===== src/rtl/assert_macros.svh =====
// Assertion macros shared by the sample rate converter RTL.
`ifndef ASSERT_MACROS_SVH
`define ASSERT_MACROS_SVH

// Checks a property at every rising clock edge outside reset.
`define ASSERT_PROP(lbl, clk, rst_n, prop, msg) \
  lbl: assert property (@(posedge clk) disable iff (!rst_n) (prop)) else $error(msg);

// Checks that a condition never holds outside reset.
`define ASSERT_NEVER(lbl, clk, rst_n, cond, msg) \
  `ASSERT_PROP(lbl, clk, rst_n, !(cond), msg)

`endif


===== src/rtl/fpsrc_pkg.sv =====
// Types and constants of the fixed-point sample rate converter.
package fpsrc_pkg;

  localparam int unsigned BASE_BITS   = 9;
  localparam int unsigned SAMPLE_W    = 16;
  localparam int unsigned STEP_W      = 14;
  localparam int unsigned SUM_W       = 26;
  localparam int unsigned MUL_B_W     = BASE_BITS + 1;
  localparam int unsigned QUEUE_DEPTH = 2;
  localparam int unsigned ADDR_W      = 3;
  localparam int unsigned DATA_W      = 32;
  localparam int unsigned REG_IDX_W   = ADDR_W - 2;

  localparam logic [STEP_W-1:0]    UNITY    = STEP_W'(1 << BASE_BITS);
  localparam logic [REG_IDX_W-1:0] REG_STEP = REG_IDX_W'(0);

  typedef enum logic [1:0] {
    MODE_PASS = 2'd0,
    MODE_DEC  = 2'd1,
    MODE_INT  = 2'd2
  } mode_e;

  typedef struct packed {
    logic signed [SAMPLE_W-1:0] in_sample;
    logic                       block_last;
  } in_req_t;

  typedef struct packed {
    logic signed [SAMPLE_W-1:0] out_sample;
    logic                       run_last;
    logic                       block_done;
  } out_req_t;

  typedef struct packed {
    in_req_t req;
    mode_e   mode;
  } queue_entry_t;

endpackage


===== src/rtl/fpsrc_front.sv =====
// Front end: accepts input requests, tags them with the step mode and queues them.
`include "assert_macros.svh"

module fpsrc_front #(
  parameter int unsigned QueueDepth = fpsrc_pkg::QUEUE_DEPTH
) (
  input  logic                             clk_i,
  input  logic                             rst_ni,
  input  logic [fpsrc_pkg::STEP_W-1:0]     step_i,
  input  logic                             in_valid_i,
  output logic                             in_stall_o,
  input  fpsrc_pkg::in_req_t               in_req_i,
  output logic                             q_valid_o,
  output fpsrc_pkg::queue_entry_t          q_entry_o,
  input  logic                             q_pop_i
);
  import fpsrc_pkg::*;

  localparam int unsigned PtrW = (QueueDepth > 1) ? $clog2(QueueDepth) : 1;
  localparam int unsigned CntW = $clog2(QueueDepth + 1);

  queue_entry_t    entry_q [QueueDepth];
  logic [PtrW-1:0] wr_ptr_q, wr_ptr_d;
  logic [PtrW-1:0] rd_ptr_q, rd_ptr_d;
  logic [CntW-1:0] count_q, count_d;
  logic            push, pop;
  mode_e           mode;

  assign in_stall_o = (count_q == CntW'(QueueDepth));
  assign q_valid_o  = (count_q != '0);
  assign q_entry_o  = entry_q[rd_ptr_q];
  assign push       = in_valid_i && !in_stall_o;
  assign pop        = q_pop_i && q_valid_o;

  always_comb begin
    if (step_i == UNITY) begin
      mode = MODE_PASS;
    end else if (step_i < UNITY) begin
      mode = MODE_DEC;
    end else begin
      mode = MODE_INT;
    end
  end

  always_comb begin
    wr_ptr_d = wr_ptr_q;
    rd_ptr_d = rd_ptr_q;
    count_d  = count_q;
    if (push) begin
      wr_ptr_d = (wr_ptr_q == PtrW'(QueueDepth - 1)) ? '0 : wr_ptr_q + 1'b1;
    end
    if (pop) begin
      rd_ptr_d = (rd_ptr_q == PtrW'(QueueDepth - 1)) ? '0 : rd_ptr_q + 1'b1;
    end
    case ({push, pop})
      2'b10:   count_d = count_q + 1'b1;
      2'b01:   count_d = count_q - 1'b1;
      default: count_d = count_q;
    endcase
  end

  always_ff @(posedge clk_i or negedge rst_ni) begin
    if (!rst_ni) begin
      wr_ptr_q <= '0;
      rd_ptr_q <= '0;
      count_q  <= '0;
    end else begin
      wr_ptr_q <= wr_ptr_d;
      rd_ptr_q <= rd_ptr_d;
      count_q  <= count_d;
    end
  end

  always_ff @(posedge clk_i) begin
    if (push) begin
      entry_q[wr_ptr_q] <= '{req: in_req_i, mode: mode};
    end
  end

  `ASSERT_NEVER(a_count_bound, clk_i, rst_ni, count_q > CntW'(QueueDepth), "queue overfilled")
  `ASSERT_PROP(a_push_fills, clk_i, rst_ni, push && !pop |=> count_q != '0, "queue lost a request")
  `ASSERT_PROP(a_empty_ptrs, clk_i, rst_ni, count_q == '0 |-> wr_ptr_q == rd_ptr_q, "pointer skew")

endmodule


===== src/rtl/fpsrc_back.sv =====
// Back end: sequences one queued sample through the resampling arithmetic.
`include "assert_macros.svh"

module fpsrc_back (
  input  logic                             clk_i,
  input  logic                             rst_ni,
  input  logic [fpsrc_pkg::STEP_W-1:0]     step_i,
  input  logic                             reload_i,
  input  logic                             q_valid_i,
  input  fpsrc_pkg::queue_entry_t          q_entry_i,
  output logic                             q_pop_o,
  output logic                             out_valid_o,
  input  logic                             out_stall_i,
  output fpsrc_pkg::out_req_t              out_req_o
);
  import fpsrc_pkg::*;

  typedef enum logic [9:0] {
    ST_IDLE  = 10'b00_0000_0001,
    ST_PASS  = 10'b00_0000_0010,
    ST_DMUL  = 10'b00_0000_0100,
    ST_DACC  = 10'b00_0000_1000,
    ST_DCAR  = 10'b00_0001_0000,
    ST_DTAIL = 10'b00_0010_0000,
    ST_IMUL1 = 10'b00_0100_0000,
    ST_IMUL2 = 10'b00_1000_0000,
    ST_IMIX  = 10'b01_0000_0000,
    ST_IREP  = 10'b10_0000_0000
  } state_e;

  state_e                         state_q, state_d;
  logic signed [SAMPLE_W-1:0]     s_q, s_d;
  logic                           last_q, last_d;
  logic [STEP_W-1:0]              rem_q, rem_d;
  logic signed [SUM_W-1:0]        sum_q, sum_d;
  logic signed [SUM_W-1:0]        prod_q, prod_d;
  logic signed [SAMPLE_W-1:0]     held_q, held_d;
  logic                           out_valid_q, out_valid_d;
  out_req_t                       out_q, out_d;

  logic                           push_ok, finish, emit, more;
  logic signed [SAMPLE_W-1:0]     emit_val;
  logic                           emit_rl, emit_done;
  logic signed [SAMPLE_W-1:0]     mul_a;
  logic [MUL_B_W-1:0]             mul_b;
  logic signed [SAMPLE_W+MUL_B_W:0] mul_full;
  logic signed [SUM_W-1:0]        mul_p, acc;
  logic [STEP_W-1:0]              carry, rem_carry, fresh, rem_int, rep_rem;

  assign push_ok   = !out_valid_q || !out_stall_i;
  assign acc       = sum_q + prod_q;
  assign carry     = step_i - rem_q;
  assign rem_carry = UNITY - carry;
  assign fresh     = UNITY - rem_q;
  assign rem_int   = step_i - fresh;
  assign rep_rem   = rem_q - UNITY;

  always_comb begin
    case (state_q)
      ST_DMUL: begin
        mul_a = s_q;
        mul_b = (rem_q > step_i) ? step_i[MUL_B_W-1:0] : rem_q[MUL_B_W-1:0];
      end
      ST_DACC: begin
        mul_a = s_q;
        mul_b = carry[MUL_B_W-1:0];
      end
      ST_IMUL1: begin
        mul_a = held_q;
        mul_b = rem_q[MUL_B_W-1:0];
      end
      ST_IMUL2: begin
        mul_a = s_q;
        mul_b = fresh[MUL_B_W-1:0];
      end
      default: begin
        mul_a = s_q;
        mul_b = '0;
      end
    endcase
    mul_full = mul_a * $signed({1'b0, mul_b});
    mul_p    = mul_full[SUM_W-1:0];
  end

  always_comb begin
    state_d     = state_q;
    s_d         = s_q;
    last_d      = last_q;
    rem_d       = rem_q;
    sum_d       = sum_q;
    prod_d      = prod_q;
    held_d      = held_q;
    q_pop_o     = 1'b0;
    finish      = 1'b0;
    emit        = 1'b0;
    emit_val    = s_q;
    emit_rl     = 1'b1;
    emit_done   = 1'b0;
    more        = 1'b0;

    case (state_q)
      ST_IDLE: begin
        if (q_valid_i) begin
          q_pop_o = 1'b1;
          s_d     = q_entry_i.req.in_sample;
          last_d  = q_entry_i.req.block_last;
          case (q_entry_i.mode)
            MODE_DEC: state_d = ST_DMUL;
            MODE_INT: state_d = ST_IMUL1;
            default:  state_d = ST_PASS;
          endcase
        end
      end
      ST_PASS: begin
        if (push_ok) begin
          emit      = 1'b1;
          emit_done = last_q;
          finish    = 1'b1;
        end
      end
      ST_DMUL: begin
        prod_d  = mul_p;
        state_d = ST_DACC;
      end
      ST_DACC: begin
        if (rem_q > step_i) begin
          sum_d = acc;
          rem_d = rem_q - step_i;
          if (last_q && ((rem_q - step_i) != UNITY)) begin
            state_d = ST_DTAIL;
          end else begin
            finish = 1'b1;
          end
        end else if (push_ok) begin
          emit      = 1'b1;
          emit_val  = $signed(acc[BASE_BITS +: SAMPLE_W]);
          emit_rl   = !(last_q && (carry != '0));
          emit_done = last_q && (carry == '0);
          prod_d    = mul_p;
          rem_d     = rem_carry;
          state_d   = ST_DCAR;
        end
      end
      ST_DCAR: begin
        sum_d = prod_q;
        if (last_q && (rem_q != UNITY)) begin
          state_d = ST_DTAIL;
        end else begin
          finish = 1'b1;
        end
      end
      ST_DTAIL: begin
        if (push_ok) begin
          emit      = 1'b1;
          emit_val  = $signed(sum_q[BASE_BITS +: SAMPLE_W]);
          emit_done = 1'b1;
          finish    = 1'b1;
        end
      end
      ST_IMUL1: begin
        prod_d  = mul_p;
        state_d = ST_IMUL2;
      end
      ST_IMUL2: begin
        prod_d  = mul_p;
        sum_d   = prod_q;
        state_d = ST_IMIX;
      end
      ST_IMIX: begin
        if (push_ok) begin
          more      = (rem_int >= UNITY) || (last_q && (rem_int != '0));
          emit      = 1'b1;
          emit_val  = $signed(acc[BASE_BITS +: SAMPLE_W]);
          emit_rl   = !more;
          emit_done = !more && last_q;
          held_d    = s_q;
          rem_d     = rem_int;
          sum_d     = '0;
          if (more) begin
            state_d = ST_IREP;
          end else begin
            finish = 1'b1;
          end
        end
      end
      ST_IREP: begin
        if (push_ok) begin
          emit = 1'b1;
          if (rem_q >= UNITY) begin
            more      = (rep_rem >= UNITY) || (last_q && (rep_rem != '0));
            emit_rl   = !more;
            emit_done = !more && last_q;
            rem_d     = rep_rem;
            finish    = !more;
          end else begin
            emit_val  = '0;
            emit_done = 1'b1;
            finish    = 1'b1;
          end
        end
      end
      default: begin
        state_d = ST_IDLE;
      end
    endcase

    if (finish) begin
      state_d = ST_IDLE;
    end
    if ((finish && last_q) || reload_i) begin
      rem_d  = (step_i < UNITY) ? UNITY : '0;
      sum_d  = '0;
      held_d = '0;
    end
  end

  always_comb begin
    out_valid_d = out_valid_q;
    out_d       = out_q;
    if (emit) begin
      out_valid_d = 1'b1;
      out_d       = '{out_sample: emit_val, run_last: emit_rl, block_done: emit_done};
    end else if (!out_stall_i) begin
      out_valid_d = 1'b0;
    end
  end

  assign out_valid_o = out_valid_q;
  assign out_req_o   = out_q;

  always_ff @(posedge clk_i or negedge rst_ni) begin
    if (!rst_ni) begin
      state_q     <= ST_IDLE;
      out_valid_q <= 1'b0;
      rem_q       <= '0;
      sum_q       <= '0;
      held_q      <= '0;
      last_q      <= 1'b0;
    end else begin
      state_q     <= state_d;
      out_valid_q <= out_valid_d;
      rem_q       <= rem_d;
      sum_q       <= sum_d;
      held_q      <= held_d;
      last_q      <= last_d;
    end
  end

  always_ff @(posedge clk_i) begin
    s_q    <= s_d;
    prod_q <= prod_d;
    out_q  <= out_d;
  end

  `ASSERT_PROP(a_dec_rem, clk_i, rst_ni, state_q == ST_DMUL |-> rem_q <= UNITY && rem_q != '0, "decimation phase out of range")
  `ASSERT_PROP(a_int_rem, clk_i, rst_ni, state_q == ST_IMUL1 |-> rem_q < UNITY, "interpolation phase out of range")
  `ASSERT_PROP(a_done_last, clk_i, rst_ni, out_valid_q && out_q.block_done |-> out_q.run_last, "block end not on run end")
  `ASSERT_PROP(a_pop_busy, clk_i, rst_ni, q_pop_o |=> state_q != ST_IDLE, "popped request dropped")

endmodule


===== src/rtl/fixed_point_sample_rate_converter_top.sv =====
// Top level of the fixed-point sample rate converter with its step register.
//
// Channel   Direction  Handshake                  Payload
// in        input      in_valid_i / in_stall_o    in_req_i (sample, block_last)
// out       output     out_valid_o / out_stall_i  out_req_o (sample, run_last, block_done)
// config    input      psel/penable/pwrite/pready paddr, pwdata, prdata
//
// A pass-through request steps IDLE, PASS; a decimating one IDLE, DMUL, DACC, then
// optionally DCAR and DTAIL; an interpolating one IDLE, IMUL1, IMUL2, IMIX, then IREP
// per repeated held sample or trailing zero sample. The sequencer shares one multiplier.
// Reset clears all control state and sets the step to 512.
// A step write reloads the phase state in the cycle after the new step is registered.
// The input stalls when the two-entry queue is full; an output stall on a valid result
// holds the result register and the sequencer states that emit a sample.
module fixed_point_sample_rate_converter_top #(
  parameter int unsigned QueueDepth = fpsrc_pkg::QUEUE_DEPTH
) (
  input  logic                             clk_i,
  input  logic                             rst_ni,
  input  logic                             in_valid_i,
  output logic                             in_stall_o,
  input  fpsrc_pkg::in_req_t               in_req_i,
  output logic                             out_valid_o,
  input  logic                             out_stall_i,
  output fpsrc_pkg::out_req_t              out_req_o,
  input  logic                             psel,
  input  logic                             penable,
  input  logic                             pwrite,
  input  logic [fpsrc_pkg::ADDR_W-1:0]     paddr,
  input  logic [fpsrc_pkg::DATA_W-1:0]     pwdata,
  output logic [fpsrc_pkg::DATA_W-1:0]     prdata,
  output logic                             pready
);
  import fpsrc_pkg::*;

  logic [STEP_W-1:0]    step_q, step_d;
  logic                 reload_q;
  logic                 cfg_we;
  logic [REG_IDX_W-1:0] reg_idx;
  logic                 q_valid, q_pop;
  queue_entry_t         q_entry;

  assign pready  = 1'b1;
  assign reg_idx = paddr[ADDR_W-1:2];
  assign cfg_we  = psel && penable && pwrite && pready && (reg_idx == REG_STEP);
  assign step_d  = cfg_we ? pwdata[STEP_W-1:0] : step_q;
  assign prdata  = (reg_idx == REG_STEP) ? {{(DATA_W - STEP_W){1'b0}}, step_q} : '0;

  always_ff @(posedge clk_i or negedge rst_ni) begin
    if (!rst_ni) begin
      step_q   <= UNITY;
      reload_q <= 1'b0;
    end else begin
      step_q   <= step_d;
      reload_q <= cfg_we;
    end
  end

  fpsrc_front #(
    .QueueDepth (QueueDepth)
  ) u_front (
    .clk_i      (clk_i),
    .rst_ni     (rst_ni),
    .step_i     (step_q),
    .in_valid_i (in_valid_i),
    .in_stall_o (in_stall_o),
    .in_req_i   (in_req_i),
    .q_valid_o  (q_valid),
    .q_entry_o  (q_entry),
    .q_pop_i    (q_pop)
  );

  fpsrc_back u_back (
    .clk_i       (clk_i),
    .rst_ni      (rst_ni),
    .step_i      (step_q),
    .reload_i    (reload_q),
    .q_valid_i   (q_valid),
    .q_entry_i   (q_entry),
    .q_pop_o     (q_pop),
    .out_valid_o (out_valid_o),
    .out_stall_i (out_stall_i),
    .out_req_o   (out_req_o)
  );

endmodule

===== config.mk =====
export PLATFORM = sky130hd
export DESIGN_NAME = fixed_point_sample_rate_converter_top
export DESIGN_NICKNAME = d
export VERILOG_FILES = /design/src/rtl/fpsrc_pkg.sv /design/src/rtl/fpsrc_front.sv /design/src/rtl/fpsrc_back.sv /design/src/rtl/fixed_point_sample_rate_converter_top.sv
export VERILOG_INCLUDE_DIRS = /design/src /design/src/rtl
export SDC_FILE = /design/constraint.sdc
export NUM_CORES = 1
export LEC_CHECK = 0
export BUFFER_PORTS_ARGS = -buffer_cell sky130_fd_sc_hd__buf_2
export CAP_MARGIN = 20
export CORE_AREA = 5 5 227 174
export DETAILED_ROUTE_END_ITERATION = 8
export DIE_AREA = 0 0 232 179
export GPL_ROUTABILITY_DRIVEN = 0
export PLACE_DENSITY = 0.75
export SETUP_SLACK_MARGIN = 0.05
export SYNTH_ARGS = -nofsm -noshare
export SYNTH_HDL_FRONTEND = slang
export SYNTH_SLANG_ARGS = --single-unit

===== constraint.sdc =====
create_clock -name clk_i -period 26.2 [get_ports clk_i]
set_clock_uncertainty 0.2 [all_clocks]
set_input_delay 1.31 -clock clk_i [delete_from_list [all_inputs] [get_ports clk_i]]
set_output_delay 1.31 -clock clk_i [all_outputs]
set_load 0.01 [all_outputs]

==> flow_summary_export.csv <==
group,metric,value,unit
power,cellPowerDensity,112,nW/um2
job,drv_cap,0,
timing,slew_headroom,23.7,%
cts,numClockSinks,183,
worst_setup_path,cpPeakStageDelay,0.85,ns
die,initial_core_util,49.6,%
yosys,synth.cell_area,18200,um2
cts,hold_buffers,0,
power,p_switching,1.11,mW
timing,finalHoldViolCount,0,
cells_and_area,final_nets,2409,
cells_and_area,drive_gt1_share,8.69,%
cts,postCtsResizedCells,0,
timing,whs,0.305,ns
timing,fmax,99.5,MHz
grt,grt-ovfl-total,0,
cells_and_area,area_growth_syn_to_layout,7.67,%
route,via_per_inst,5.84,
yosys,ys_top_cells_by_count,"inv_1, nor2_1, nand2_1",
route,drt_iter0_drc,2005,
die,die_x,232,um
worst_setup_path,cp-start-kind,"register",
cts,postCtsSetupBuffers,0,
worst_setup_path,required,26.18,ns
timing,setup_viol,0,
yosys,ys_warn_count,0,
route,drt_first_pass_iters,7,
yosys,synth-main-ff-cell,"edfxtp_1",
worst_setup_path,worstPathMaxFanout,24,
die,die_area,41500,um2
worst_setup_path,slowest_stage,"o221ai_1",
timing,min_period,10.05,ns
cts,cts_buffers,17,
die,coreArea,36800,um2
yosys,synth_cell_types,80,
yosys,syn_inst,2045,
yosys,synth_edf_count,97,
yosys,async_flop_share,47.0,%
route,routedWlPerCell,19.5,um
die,die_y,179,um
worst_setup_path,crit_top_cell,"fa_1",
worst_setup_path,cp_num_buf_inv,4,
timing,worst_slew_pin_slew,1.13,ns
cts,clk_pin_slew,0.07,ns
worst_setup_path,cp-end-kind,"register",
timing,slew_viol_final,0,
yosys,synth_top_area_share,16.0,%
cells_and_area,diodes,0,
outcome,status,"completed",
cts,clock-root-buffer,"clkbuf_16",
worst_setup_path,cp_top_family,"adder cells",
yosys,avgSynthCellArea,8.92,um2
power,peakVddDrop,116,uV
yosys,synth.largest_area_cell,"edfxtp_1",
place,hpwl,40100,um
min_path,hold_class,"register to register",
route,vias,15200,
cts,cts_tree,"yes",
power,power.share.combinational,64.2,%
cts,htree_levels,4,
worst_setup_path,crit_type,"register to register",
timing,rsz0062_at_grt,"false",
grt,grt_pass1_vias,14800,
grt,grt_pass1_wl,81200,um
power,intPower,1.09,mW
grt,grt_usage,24.7,%
grt,grt_max_degree,50,
place,port_buffers,72,
power,p_leak,8.87,nW
yosys,synth_most_common_cell,"inv_1",
yosys,synthTopCellsByArea,"edfxtp_1, fa_1, dfrtp_1",
cts,clock_latency,0.45,ns
grt,antenna_found_initial,0,
yosys,seq_area_frac_synth,27.8,%
power,swShare,50.5,%
cts,clk_path_buf_depth,2,
die,row_count,61,
die,pin_count,112,
route,postRouteAntennaNets,0,
route,drt-total-wl,50700,um
power,pwr-share-seq,23.2,%
worst_setup_path,arrival,10.03,ns
yosys,yosys_register_bits,183,
route,drc,0,
timing,finalCritPeriodShare,38.3,%
power,power_frac_clock,12.5,%
timing,setup_tns,0,ns
==> worst register-to-register path, delay by kind of cell (launching register included) <==
kind            cells  cell delay [ns]
compound gates     12             2.88
xor+xnor            1             0.14
simple gates        7             2.09
buf+inv             4             0.25
flops               1             0.64
fa+ha+maj           7             3.60
==> cell type report <==
type / instances / area [um2]
clock buffers: 22 / 495
fillers: 3295 / 17200
clock inverters: 10 / 130
repair buffers: 91 / 526
inverters: 249 / 935
well taps: 504 / 631
multi-input cells: 1540 / 11900
flip-flops and latches: 183 / 5070
==> power by group through the flow <==
| stage | clock [mW] | combinational, mW | sequential (mW) |
|---|---|---|---|
| finish | 0.275 | 1.41 | 0.510 |
| global route | 0.293 | 1.53 | 0.517 |
| CTS | 0.279 | 1.37 | 0.503 |
| detailed placement | 0 | 1.35 | 0.508 |
| global placement | 0 | 1.32 | 0.505 |
| floorplan | 0 | 1.02 | 0.462 |
==> cell usage in the layout, fill, tap and decap left out, drive strengths merged, types with 17 or more instances in the layout <==
| cell type | instances |
|---|---|
| buf | 91 |
| a21oi | 127 |
| o21a | 17 |
| inv | 254 |
| mux2i | 25 |
| nor2 | 240 |
| o21ai | 108 |
| clkbuf | 22 |
| ha | 127 |
| nand3 | 29 |
| dfrtp | 84 |
| nand2 | 209 |
| nor3 | 33 |
| edfxtp | 97 |
| a211oi | 35 |
| o211ai | 22 |
| xnor2 | 78 |
| nand2b | 17 |
| fa | 141 |
| conb | 19 |
| mux2 | 31 |
| a21o | 28 |
| xor2 | 36 |
==> through the flow <==
stage | cells | setup WS, ns | utilization, % | total power [mW] | cell area [um2]
after floorplan | 2062 | 17.95 | - | 1.49 | 18300
after global placement | 2565 | 16.42 | 51.6 | 1.82 | 19000
after detailed placement | 2566 | 16.39 | 51.6 | 1.86 | 19000
after CTS | 2598 | 16.36 | 53.3 | 2.15 | 19600
after global routing | 2599 | 15.63 | 53.4 | 2.34 | 19600
final | 2599 | 16.15 | 53.4 | 2.20 | 19600
==> cells by family (layout without fill, tap and decap cells) <==
family / count (synthesis) / after routing / share of synthesized area (%)
adder cells (fa/ha/maj): 268 / 268 / 24.2
other: 2 / 19 / 0.0412
flip-flops: 183 / 183 / 27.8
AO/OA/AOI/OAI: 444 / 444 / 15.7
buffers and inverters: 339 / 372 / 7.73
AND/OR/NAND/NOR: 639 / 639 / 15.7
XOR/XNOR: 114 / 114 / 5.47
multiplexers: 56 / 56 / 3.31
==> flip-flops by register name, indices dropped and copies added (netlist names), 10 cells and up <==
signal and count:
u_back.out_req_o 18, u_back.sum_q 25, u_back.rem_q 14, step_q 14, u_front.entry_q 38, u_back.s_q 16, u_back.held_q 16, u_back.state_q 10
u_back.prod_q 25
==> final timing paths <==
kind | from | slack (ns) | cells past startpoint | endpoint
worst min register to register | u_front.wr_ptr_q | 0.31 | 1 | u_front.wr_ptr_q
worst min-delay path | u_front.wr_ptr_q | 0.31 | 1 | u_front.wr_ptr_q
worst max-delay path | step_q[9] | 16.15 | 31 | u_back.prod_q[24]
min in group asynchronous | rst_ni | 0.65 | 1 | step_q[11]
max in group asynchronous | rst_ni | 24.07 | 2 | u_back.sum_q[20]
worst max register to register | step_q[9] | 16.15 | 31 | u_back.prod_q[24]
==> layer usage <==
| layer | routed length (um) | vias up | track usage, % |
|---|---|---|---|
| li1 | - | 7012 | - |
| met1 | 22100 | 7245 | 36.1 |
| met2 | 21100 | 822 | 35.7 |
| met3 | 6440 | 93 | 7.63 |
| met4 | 1140 | 0 | 7.11 |
| met5 | 0 | - | 0 |
No activity file was read; power rests on OpenSTA's default activity.
